===== src/rtl/cplc_pkg.sv =====
// Package for the canonical prefix line classifier.
// Holds request, register and order codes, payload structs and fixed constants.
// No dependencies.
package cplc_pkg;

  // default size of the key store
  localparam int KEY_DEPTH_DEF = 64;

  localparam logic [7:0] NEWLINE_BYTE = 8'd10;
  localparam logic [7:0] CASE_GAP     = 8'd32;   // 'a' - 'A'

  typedef enum logic [1:0] {
    REQ_CLEAR = 2'd0,
    REQ_KEY   = 2'd1,
    REQ_TEXT  = 2'd2
  } req_t;

  typedef enum logic [1:0] {
    CFG_FOLD = 2'd0,
    CFG_DICT = 2'd1,
    CFG_CUT  = 2'd2
  } cfg_idx_t;

  typedef enum logic [2:0] {
    ORD_KEY_BEFORE  = 3'd0,
    ORD_KEY_PREFIX  = 3'd1,
    ORD_EQUAL       = 3'd2,
    ORD_LINE_PREFIX = 3'd3,
    ORD_KEY_AFTER   = 3'd4
  } order_t;

  // canonicalizer settings
  typedef struct packed {
    logic       fold_case;
    logic       dictionary_order;
    logic [7:0] cut_char;
  } canon_cfg_t;

  // canonicalizer verdict for one byte
  typedef struct packed {
    logic       is_end;   // byte ends the compared part
    logic       keep;     // byte survives dictionary filtering
    logic [7:0] value;    // canonical byte
  } canon_t;

  // one result transaction
  typedef struct packed {
    logic [2:0] order;
    logic       is_match;
  } res_t;

endpackage


===== src/rtl/cplc_if.sv =====
// Valid/ready stream interfaces for the classifier request and result channels.
// Depends on nothing; payload widths are the fixed field widths.
interface cplc_req_if;
  logic       valid;
  logic       ready;
  logic [1:0] req_type;
  logic [7:0] data_byte;

  modport source (output valid, output req_type, output data_byte, input ready);
  modport sink   (input valid, input req_type, input data_byte, output ready);
endinterface

interface cplc_res_if;
  logic       valid;
  logic       ready;
  logic [2:0] order;
  logic       is_match;

  modport source (output valid, output order, output is_match, input ready);
  modport sink   (input valid, input order, input is_match, output ready);
endinterface


===== src/rtl/cplc_ram.sv =====
// Generic single-write, single-read RAM with registered read data.
// No dependencies.
module cplc_ram #(
  parameter int WIDTH = 8,
  parameter int DEPTH = 64,
  parameter int AW    = (DEPTH > 1) ? $clog2(DEPTH) : 1
) (
  input  logic             clk,
  input  logic             we,
  input  logic [AW-1:0]    waddr,
  input  logic [WIDTH-1:0] wdata,
  input  logic [AW-1:0]    raddr,
  output logic [WIDTH-1:0] rdata
);

  logic [WIDTH-1:0] mem [DEPTH];

  always_ff @(posedge clk) begin
    if (we) begin
      mem[waddr] <= wdata;
    end
    rdata <= mem[raddr];
  end

endmodule


===== src/rtl/cplc_canon.sv =====
// Byte canonicalizer: end detection, dictionary filter and case folding.
// Depends on cplc_pkg.
module cplc_canon (
  input  logic [7:0]           data_byte,
  input  cplc_pkg::canon_cfg_t cfg,
  output cplc_pkg::canon_t     canon
);

  logic upper;
  logic lower;
  logic digit;

  // character classes, ASCII only
  assign upper = (data_byte >= 8'h41) && (data_byte <= 8'h5a);
  assign lower = (data_byte >= 8'h61) && (data_byte <= 8'h7a);
  assign digit = (data_byte >= 8'h30) && (data_byte <= 8'h39);

  assign canon.is_end = (data_byte == 8'd0) ||
                        ((cfg.cut_char != 8'd0) && (data_byte == cfg.cut_char));
  assign canon.keep   = !cfg.dictionary_order || upper || lower || digit;
  assign canon.value  = (cfg.fold_case && upper) ? data_byte + cplc_pkg::CASE_GAP
                                                 : data_byte;

endmodule


===== src/rtl/cplc_out_buf.sv =====
// Result output register with one skid entry.
// Depends on cplc_pkg and cplc_res_if.
module cplc_out_buf (
  input  logic               clk,
  input  logic               rst,
  input  logic               push,
  input  cplc_pkg::res_t     push_data,
  output logic               can_push,
  cplc_res_if.source         res
);

  logic           out_valid;
  cplc_pkg::res_t out_data;
  logic           skid_valid;
  cplc_pkg::res_t skid_data;
  logic           pop;

  assign pop      = out_valid && res.ready;
  assign can_push = !skid_valid;

  // control
  always_ff @(posedge clk) begin
    if (rst) begin
      out_valid  <= 1'b0;
      skid_valid <= 1'b0;
    end else if (pop && skid_valid) begin
      skid_valid <= 1'b0;
    end else if (pop || !out_valid) begin
      out_valid <= push;
    end else if (push) begin
      skid_valid <= 1'b1;
    end
  end

  // payload
  always_ff @(posedge clk) begin
    if (pop && skid_valid) begin
      out_data <= skid_data;
    end else if (pop || !out_valid) begin
      out_data <= push_data;
    end else if (push) begin
      skid_data <= push_data;
    end
  end

  assign res.valid    = out_valid;
  assign res.order    = out_data.order;
  assign res.is_match = out_data.is_match;

`ifndef SYNTHESIS
  a_skid_needs_out: assert property (@(posedge clk) disable iff (rst)
    skid_valid |-> out_valid)
    else $error("skid entry held while output register empty");
`endif

endmodule


===== src/rtl/canonical_prefix_line_classifier_core.sv =====
// Canonical prefix line classifier, top level.
// Uses cplc_pkg, cplc_if, cplc_canon, cplc_ram and cplc_out_buf.
//
// Usage:
//   req: request transactions (req_type, data_byte). Clear key, append a key
//        byte, or stream a dictionary text byte. A newline text byte closes
//        the line and produces one res transaction; nothing else does.
//   res: order of the key against the finished line and the is_match flag.
//   cfg_we/cfg_index/cfg_data: register writes (fold case, dictionary order,
//        cut character); the user writes them only while idle (not enforced).
// Throughput: one request per cycle while req.ready is high. Each byte is
//   handled in the cycle it is accepted against the key byte prefetched
//   from the key RAM, whose read address is the next match position.
// Latency: a result reaches the output register the cycle after its newline
//   is accepted, unless an earlier result still waits there for the receiver.
// Stall: the output register plus one skid entry absorb results; req.ready
//   drops only when both hold results the receiver has not taken.
// Reset: key empty, line state cleared, registers zero. The key RAM is not
//   cleared; only entries below the key length are ever compared.
module canonical_prefix_line_classifier_core #(
  parameter int KEY_DEPTH = cplc_pkg::KEY_DEPTH_DEF
) (
  input  logic       clk,
  input  logic       rst,
  input  logic       cfg_we,
  input  logic [1:0] cfg_index,
  input  logic [7:0] cfg_data,
  cplc_req_if.sink   req,
  cplc_res_if.source res
);

  localparam int AW = (KEY_DEPTH > 1) ? $clog2(KEY_DEPTH) : 1;
  localparam int LW = $clog2(KEY_DEPTH + 1);

  cplc_pkg::canon_cfg_t cfg;
  cplc_pkg::canon_t     canon;

  logic [LW-1:0]    key_length,  key_length_next;
  logic             key_closed,  key_closed_next;
  logic [LW-1:0]    match_position, match_position_next;
  logic             line_decided, line_decided_next;
  cplc_pkg::order_t decided_order, decided_order_next;
  logic             line_closed, line_closed_next;

  logic             accept;
  logic             can_push;
  logic             push;
  cplc_pkg::res_t   push_data;
  cplc_pkg::order_t line_order;

  logic             key_we;
  logic [7:0]       ram_q;
  logic             bypass;
  logic [7:0]       bypass_data;
  logic [7:0]       key_byte;

  // configuration registers
  always_ff @(posedge clk) begin
    if (rst) begin
      cfg <= '0;
    end else if (cfg_we) begin
      unique case (cplc_pkg::cfg_idx_t'(cfg_index))
        cplc_pkg::CFG_FOLD: cfg.fold_case        <= cfg_data[0];
        cplc_pkg::CFG_DICT: cfg.dictionary_order <= cfg_data[0];
        cplc_pkg::CFG_CUT:  cfg.cut_char         <= cfg_data;
        default: ;
      endcase
    end
  end

  cplc_canon u_canon (
    .data_byte (req.data_byte),
    .cfg       (cfg),
    .canon     (canon)
  );

  assign accept    = req.valid && req.ready;
  assign req.ready = can_push;

  // key byte at the match position: RAM prefetch, or registered write bypass
  assign key_byte = bypass ? bypass_data : ram_q;

  // order of a line ending now
  always_comb begin
    if (line_decided) begin
      line_order = decided_order;
    end else if (match_position >= key_length) begin
      line_order = cplc_pkg::ORD_EQUAL;
    end else begin
      line_order = cplc_pkg::ORD_LINE_PREFIX;
    end
  end

  // per-transaction state update
  always_comb begin
    key_length_next     = key_length;
    key_closed_next     = key_closed;
    match_position_next = match_position;
    line_decided_next   = line_decided;
    decided_order_next  = decided_order;
    line_closed_next    = line_closed;
    key_we              = 1'b0;
    push                = 1'b0;
    push_data.order     = line_order;
    push_data.is_match  = (line_order == cplc_pkg::ORD_KEY_PREFIX) ||
                          (line_order == cplc_pkg::ORD_EQUAL);
    if (accept) begin
      unique case (cplc_pkg::req_t'(req.req_type))
        cplc_pkg::REQ_CLEAR: begin
          key_length_next     = '0;
          key_closed_next     = 1'b0;
          match_position_next = '0;
          line_decided_next   = 1'b0;
          decided_order_next  = cplc_pkg::ORD_KEY_BEFORE;
          line_closed_next    = 1'b0;
        end
        cplc_pkg::REQ_KEY: begin
          if (!key_closed) begin
            if (canon.is_end) begin
              key_closed_next = 1'b1;
            end else if (canon.keep && (key_length < LW'(KEY_DEPTH))) begin
              key_we          = 1'b1;
              key_length_next = key_length + LW'(1);
            end
          end
        end
        cplc_pkg::REQ_TEXT: begin
          if (req.data_byte == cplc_pkg::NEWLINE_BYTE) begin
            push                = 1'b1;
            match_position_next = '0;
            line_decided_next   = 1'b0;
            decided_order_next  = cplc_pkg::ORD_KEY_BEFORE;
            line_closed_next    = 1'b0;
          end else if (!line_closed && !line_decided) begin
            if (canon.is_end) begin
              line_closed_next = 1'b1;
            end else if (canon.keep) begin
              if (match_position >= key_length) begin
                line_decided_next  = 1'b1;
                decided_order_next = cplc_pkg::ORD_KEY_PREFIX;
              end else if (key_byte == canon.value) begin
                match_position_next = match_position + LW'(1);
              end else begin
                line_decided_next  = 1'b1;
                decided_order_next = (key_byte < canon.value) ? cplc_pkg::ORD_KEY_BEFORE
                                                              : cplc_pkg::ORD_KEY_AFTER;
              end
            end
          end
        end
        default: ;
      endcase
    end
  end

  // state registers and read bypass
  always_ff @(posedge clk) begin
    if (rst) begin
      key_length     <= '0;
      key_closed     <= 1'b0;
      match_position <= '0;
      line_decided   <= 1'b0;
      decided_order  <= cplc_pkg::ORD_KEY_BEFORE;
      line_closed    <= 1'b0;
      bypass         <= 1'b0;
    end else begin
      key_length     <= key_length_next;
      key_closed     <= key_closed_next;
      match_position <= match_position_next;
      line_decided   <= line_decided_next;
      decided_order  <= decided_order_next;
      line_closed    <= line_closed_next;
      bypass         <= key_we && (key_length[AW-1:0] == match_position_next[AW-1:0]);
    end
  end

  always_ff @(posedge clk) begin
    bypass_data <= canon.value;
  end

  cplc_ram #(
    .WIDTH (8),
    .DEPTH (KEY_DEPTH),
    .AW    (AW)
  ) u_key_ram (
    .clk   (clk),
    .we    (key_we),
    .waddr (key_length[AW-1:0]),
    .wdata (canon.value),
    .raddr (match_position_next[AW-1:0]),
    .rdata (ram_q)
  );

  cplc_out_buf u_out_buf (
    .clk       (clk),
    .rst       (rst),
    .push      (push),
    .push_data (push_data),
    .can_push  (can_push),
    .res       (res)
  );

`ifndef SYNTHESIS
  a_key_len_bound: assert property (@(posedge clk) disable iff (rst)
    key_length <= LW'(KEY_DEPTH))
    else $error("key length beyond key store");

  a_match_bound: assert property (@(posedge clk) disable iff (rst)
    match_position <= key_length)
    else $error("match position beyond key length");

  a_newline_result: assert property (@(posedge clk) disable iff (rst)
    accept && (req.req_type == cplc_pkg::REQ_TEXT) &&
    (req.data_byte == cplc_pkg::NEWLINE_BYTE) |=> res.valid)
    else $error("newline accepted without a result");

  a_decided_order: assert property (@(posedge clk) disable iff (rst)
    line_decided |-> (decided_order == cplc_pkg::ORD_KEY_BEFORE) ||
                     (decided_order == cplc_pkg::ORD_KEY_PREFIX) ||
                     (decided_order == cplc_pkg::ORD_KEY_AFTER))
    else $error("decided line holds an order only a newline can give");
`endif

endmodule


===== src/flat_wrapper.sv =====
// flat-port wrapper written by rule: the top's interface ports become plain ports
module canonical_prefix_line_classifier_core_flat 
#(
  parameter int KEY_DEPTH = cplc_pkg::KEY_DEPTH_DEF
)
  (clk, rst, cfg_we, cfg_index, cfg_data, req_valid, req_req_type, req_data_byte, req_ready, res_valid, res_order, res_is_match, res_ready);
  cplc_req_if req_i ();
  cplc_res_if res_i ();
  input  logic clk;
  input  logic rst;
  input  logic cfg_we;
  input  logic [1:0] cfg_index;
  input  logic [7:0] cfg_data;
  input wire logic [$bits(req_i.valid)-1:0] req_valid;
  input wire logic [$bits(req_i.req_type)-1:0] req_req_type;
  input wire logic [$bits(req_i.data_byte)-1:0] req_data_byte;
  output wire logic [$bits(req_i.ready)-1:0] req_ready;
  output wire logic [$bits(res_i.valid)-1:0] res_valid;
  output wire logic [$bits(res_i.order)-1:0] res_order;
  output wire logic [$bits(res_i.is_match)-1:0] res_is_match;
  input wire logic [$bits(res_i.ready)-1:0] res_ready;
  assign req_i.valid = req_valid;
  assign req_i.req_type = req_req_type;
  assign req_i.data_byte = req_data_byte;
  assign req_ready = req_i.ready;
  assign res_valid = res_i.valid;
  assign res_order = res_i.order;
  assign res_is_match = res_i.is_match;
  assign res_i.ready = res_ready;
  canonical_prefix_line_classifier_core #(.KEY_DEPTH(KEY_DEPTH)) u_core (.clk(clk), .rst(rst), .cfg_we(cfg_we), .cfg_index(cfg_index), .cfg_data(cfg_data), .req(req_i), .res(res_i));
endmodule

===== config.mk =====
export PLATFORM = sky130hd
export DESIGN_NAME = canonical_prefix_line_classifier_core_flat
export DESIGN_NICKNAME = d
export VERILOG_FILES = /design/src/rtl/cplc_pkg.sv /design/src/rtl/cplc_if.sv /design/src/rtl/cplc_ram.sv /design/src/rtl/cplc_canon.sv /design/src/rtl/cplc_out_buf.sv /design/src/rtl/canonical_prefix_line_classifier_core.sv /design/src/flat_wrapper.sv
export SDC_FILE = /design/constraint.sdc
export NUM_CORES = 1
export LEC_CHECK = 0
export BUFFER_PORTS_ARGS = -buffer_cell sky130_fd_sc_hd__buf_2
export CORE_ASPECT_RATIO = 1.4
export CORE_MARGIN = 2
export CORE_UTILIZATION = 35
export CTS_CLUSTER_DIAMETER = 100
export DETAILED_ROUTE_END_ITERATION = 10
export SETUP_SLACK_MARGIN = 0.5
export SYNTH_ARGS = -nofsm -noshare
export SYNTH_HDL_FRONTEND = slang
export SYNTH_SLANG_ARGS = --single-unit

===== constraint.sdc =====
create_clock -name clk -period 20.1 [get_ports clk]
set_input_delay 4.02 -clock clk [delete_from_list [all_inputs] [get_ports clk]]
set_output_delay 4.02 -clock clk [all_outputs]
set_load 0.005 [all_outputs]

* Word-level counts from Yosys, hierarchy flattened *
Memory sizes are Yosys's and may differ from the RTL's. A register that Yosys moved wholly into a read port is not among the register bits.
Cells that the tools add are included.

operators by class
  add/subtract/negate cells = 3
  multipliers = 0
  divide/modulo/power cells = 0
  $lt $le $gt $ge = 9
  equal/unequal tests = 20
  shift-type cells = 0
  muxes and demuxes = 50
  bitwise logic cells = 2
  reduce and logical (&&, ||, !) cells = 41

operator list
  cell                                                               count
  two-way mux 7 bit                                                  9
  one-hot mux 7 bit (2 select lines)                                 2
  two-way mux 3 bit                                                  8
  two-way mux 1 bit                                                  22
  equality test 8 bit                                                2
  greater-or-equal comparator 8 x 7 -> 1 bit, second input constant  2
  less-or-equal comparator 8 x 7 -> 1 bit, second input constant     2
  two-way mux 8 bit                                                  2
  adder 7 x 1 -> 7 bit, second input constant                        2
  inequality test 3 x 1 -> 1 bit, second input constant              4
  AND reduction 2 bit                                                6
  logical AND 1 bit                                                  11
  adder 8 x 6 -> 8 bit, second input constant                        1
  equality test 8 x 4 -> 1 bit, second input constant                1
  greater-or-equal comparator 8 x 6 -> 1 bit, second input constant  1
  less-or-equal comparator 8 x 6 -> 1 bit, second input constant     1
  zero test 8 bit                                                    1
  < comparator 8 bit                                                 1
  two-way mux 4 bit                                                  2
  nonzero test 8 bit                                                 1
  greater-or-equal comparator 7 bit                                  1
  < comparator 7 bit, second input constant                          1
  AND reduction 7 bit                                                1
  equality test 6 bit                                                1
  other kinds (22)                                                   40

word-level totals
  flip-flop bits (word level) = 49
  latch bits = 0
  memory bits (writable) = 512
  bits in read-only memories = 0
  input bits = 25
  output and inout port bits = 6
  logic and storage cells = 144
  memories = 1

memory list
  name                  depth  bits a word  read ports  clocked after memory_dff  wr ports  RTL line        text
  u_core.u_key_ram.mem  64     8            1           1                         1         cplc_ram.sv:16  logic [WIDTH-1:0] mem [DEPTH];

* Longest topological paths before layout *
  depth after elaboration = 15
  mapped depth = 24
  mapped depth without buffers = 17

* Cells and area by module *
A second synthesis with hierarchy kept.

second synthesis, totals
  cell total of the unflattened synthesis = 1,260
  area total of the unflattened synthesis = 23,070.9 um^2

modules (own cells, without submodules)
  module                                 instances  cells an instance  area an instance (um^2)  seq. area each (um^2)
  cplc_ram                               1          940                20,166.8                 15,534.9
  canonical_prefix_line_classifier_core  1          251                2,193.4                  760.7
  cplc_out_buf                           1          24                 376.6                    280.3
  cplc_canon                             1          45                 334.1                    0.0

* Worst setup path after synthesis *
Ideal clock, no wire load.

  kind = input to register
  start point = input port req_data_byte[2]
  end point = register u_core.u_key_ram.rdata[0] (read register of u_core.u_key_ram.mem)
  library setup time = 0.122 ns
  arrival time = 9.648 ns
  data required time = 19.978 ns
  setup slack = 10.330 ns
  cell stages on the path = 22
  buffers on the path = 5
  path through = buf_2 -> or4_4 -> o22ai_1 -> nor3_1 -> a21oi_1 -> inv_1 -> ha_1 -> nand4_1 -> nor2_1 -> and3_1 -> o2111ai_2 -> buf_6 -> or2_1 -> buf_6 -> nand2_2 -> buf_2 -> buf_2 -> mux2i_1 -> a22oi_1 -> a22oi_1 -> nand4_1 -> a311o_1

RTL lines
  item                RTL line            text
  start: declaration  flat_wrapper.sv:16  input wire logic [$bits(req_i.data_byte)-1:0] req_data_byte;
  end: declaration    cplc_ram.sv:13      output logic [WIDTH-1:0] rdata

==> flow_summary.toml <==
[sta]
skew_ns = 0.0169
tightest_slew_ns = 1.17
finalSetupTns_ns = 0
rsz0062_at_grt = "false"
final-max-slew-violation-count = 0
period_minus_slack_ns = 11.01
post-route-period-util_pct = 54.8
max_freq_mhz = 90.8
hold_viol_final = 0
worst_slew_margin_rel_pct = 21.3
setup_viol = 0

[global_route]
grt_pass1_vias = 15102
grt-ovfl-total = 0
grtUsageMet1_pct = 21.2
grtUsageTotal_pct = 17.6
grt_use_met3_pct = 2.40
grt_pass1_wl_mm = 93.3
grt_use_met2_pct = 30.7
grt_busiest_layer = "met2"
antenna_found_initial = 0
grt_start_max_net_pins = 136

[worst_setup_path]
crit_fanout = 135
worstSetupEndpointType = "register"
critical_path.top_delay_family = "simple AND/OR/NAND/NOR gates"
r2r_slack_ns = 12.91
slowest_stage = "buf_4"
critPathLaunchType = "input port"
cp.required_ns = 20.63
crit_chain = "buf_2 > buf_4 > or4_4 > o22ai_1 > nor3_1 > a21o_2 > buf_4 > inv_1 > ha_1 > nand4_1 > nor2_1 > and3_1 > o2111ai_2 > or2_1 > buf_4 > nand2_8 > buf_4 > a211oi_1 > a311oi_1 > nor4_1 > nor3_1 > a311o_1"
critPathArrivalTime_ns = 11.54
crit_type = "in -> reg"
path_common_cell = "buf_4"
max_stage_delay_ns = 0.95
crit_buf_inv = 6

[yosys]
synth_top_area_share_pct = 66.4
synth_area_per_cell_um2 = 12.7
yosys_warnings = 0
yosysMostFrequentCell = "edfxtp_1"
syn-num-nets = 1903
yosysSeqAreaShare_pct = 70.5
synth_area_leader_cell = "edfxtp_1"
synth.top_cells.by_count = "520 x edfxtp_1, 369 x nand2_1, 134 x nor2_1"
synthFlopType = "edfxtp_1"
synth_edf_count = 520
yosysUniqueCellTypes = 71
synth_area_um2 = 23500
async_flop_share_pct = 0
netlist_instances = 1859
synth-seq-cells = 568
netlist_top_cells_area = "edfxtp_1 66%, nand2_1 5.9%, dfxtp_1 4.1%"

[floorplan]
coreArea_um2 = 66600
die-area_um2 = 69300
initial_core_util_pct = 35.3
io_pins = 31
die_w_um = 223
chipHeight_um = 311
floorplan.rows = 112

[layout]
final_area_um2 = 26200
fin_nets = 1900
drive_gt1_share_pct = 8.80
antenna_cells = 0
final_util_pct = 39.4
areaGrowthSynthToFinish_pct = 11.5
fillCellCount = 6172

[detailed_routing]
vias = 15120
route.detailed.drc = 0
drtPass1Iterations = 7
ant_nets = 0
vias_per_cell = 5.49
drt_iter0_drc = 1605
wl_per_cell_um = 22.6
wirelength_mm = 62.1

[placement]
routabilityCongestion = 0.888
place_area_um2 = 24400
io_buffers = 30
dpl.hpwl_mm = 38.7

[clocking]
cts_tree = "done"
clock_latency_ns = 0.60
cts_made_buffers = 52
htreeDepth = 2
postCtsResizedCells = 0
cts_max_path_buffers = 3
path_clk_slew_ns = 0.06
clockRootBuffer = "clkbuf_16"
cts_setup_buffers = 0
cts.sink_count = 568
cts.hold.buffers_added = 0

[power_and_ir_drop]
p_per_area_nw_per_um2 = 91.0
ir_worst_vdd_mv = 0.0567
finalPower_w = 0.00239
leakagePower_nw = 8.61

[run]
drv_cap = 0

[hold_path]
hold_class = "reg -> reg"

[status]
status = "complete, no violations"
==> power by group <==
group | internal, W | switching [W]
clock network | 0.000610 | 0.000438
registers | 0.00129 | 0.00000202
logic | 0.0000112 | 0.0000345
total | 0.00191 | 0.000475
==> per-layer routing <==
metal / part of all wire (%) / vias to the layer above
met1: 39 / 7490
met2: 50 / 581
met5: 0 / -
li1: - / 6909
met4: 4.9 / 0
met3: 5.6 / 140
==> path summary, 6_finish.rpt <==
kind                                             endpoint               from  depth (start not counted)
worst min-delay path                    u_core.key_closed  u_core.key_closed                          2
worst max-delay path            u_core.u_key_ram.rdata[2]   req_data_byte[2]                         22
worst min register to register          u_core.key_closed  u_core.key_closed                          2
worst max register to register  u_core.u_key_ram.rdata[2]      u_core.cfg[9]                         19
==> cell type report <==
| cell class | count | area, µm² | area share (%) |
|---|---|---|---|
| clock buffer | 56 | 1340 | 5.10 |
| clock inverter | 39 | 454 | 1.73 |
| timing repair buffer | 56 | 345 | 1.32 |
| inverter | 23 | 86.3 | 0.329 |
| tap | 855 | 1070 | 4.08 |
| multi-input combinational | 1155 | 6360 | 24.2 |
| sequential | 568 | 16600 | 63.2 |
==> cells in the final DEF, fill, tap and decap left out, types with 26 or more instances in the layout <==
cell / instances
dfxtp_1: 48
and3_1: 39
buf_2: 30
edfxtp_1: 520
nor2_1: 133
nand2_1: 369
nand3_1: 118
mux2i_1: 40
nand4_1: 28
buf_4: 26
clkbuf_16: 53
a211oi_1: 51
a21oi_1: 126
==> state kept, by name, summed over array words and instances, names as in the netlist <==
register                       flops
u_core.u_key_ram.mem             512
u_core.cfg                        10
u_core.bypass_data                 8
u_core.u_key_ram.rdata             8
u_core.key_length                  7
u_core.match_position              7
u_core.u_out_buf.skid_data         4
u_core.u_out_buf.res.order         3
u_core.decided_order               2
u_core.bypass                      1
u_core.key_closed                  1
u_core.line_closed                 1
u_core.line_decided                1
u_core.u_out_buf.res.is_match      1
u_core.u_out_buf.res.valid         1
u_core.u_out_buf.skid_valid        1
==> cell families after synthesis <==
group                      synth area share [%]
AOI/OAI and AO/OA                          8.60
xor gates and xnor gates                  0.633
adders and majority gates                  1.01
buffers and inverters                      2.73
DFF                                        70.5
muxes                                      2.18
and+or+nand+nor                            14.4
==> tightest hold or removal path, cell delays in order (launching register included) <==
cell	delay (ns)
dfxtp_1	0.33
a21oi_1	0.04
nor2_1	0.07
==> per-stage QoR <==
step | hold slack, ns | std cells | setup WS (ns)
2_1_floorplan | 0.437 | 1859 | 10.33
3_3_place_gp | 0.455 | 2657 | 8.78
3_5_place_dp | 0.464 | 2657 | 8.61
4_1_cts | 0.477 | 2752 | 9.22
5_1_grt | 0.513 | 2752 | 8.87
6_report | 0.474 | 2752 | 9.09
No activity file was read; power rests on OpenSTA's default activity.
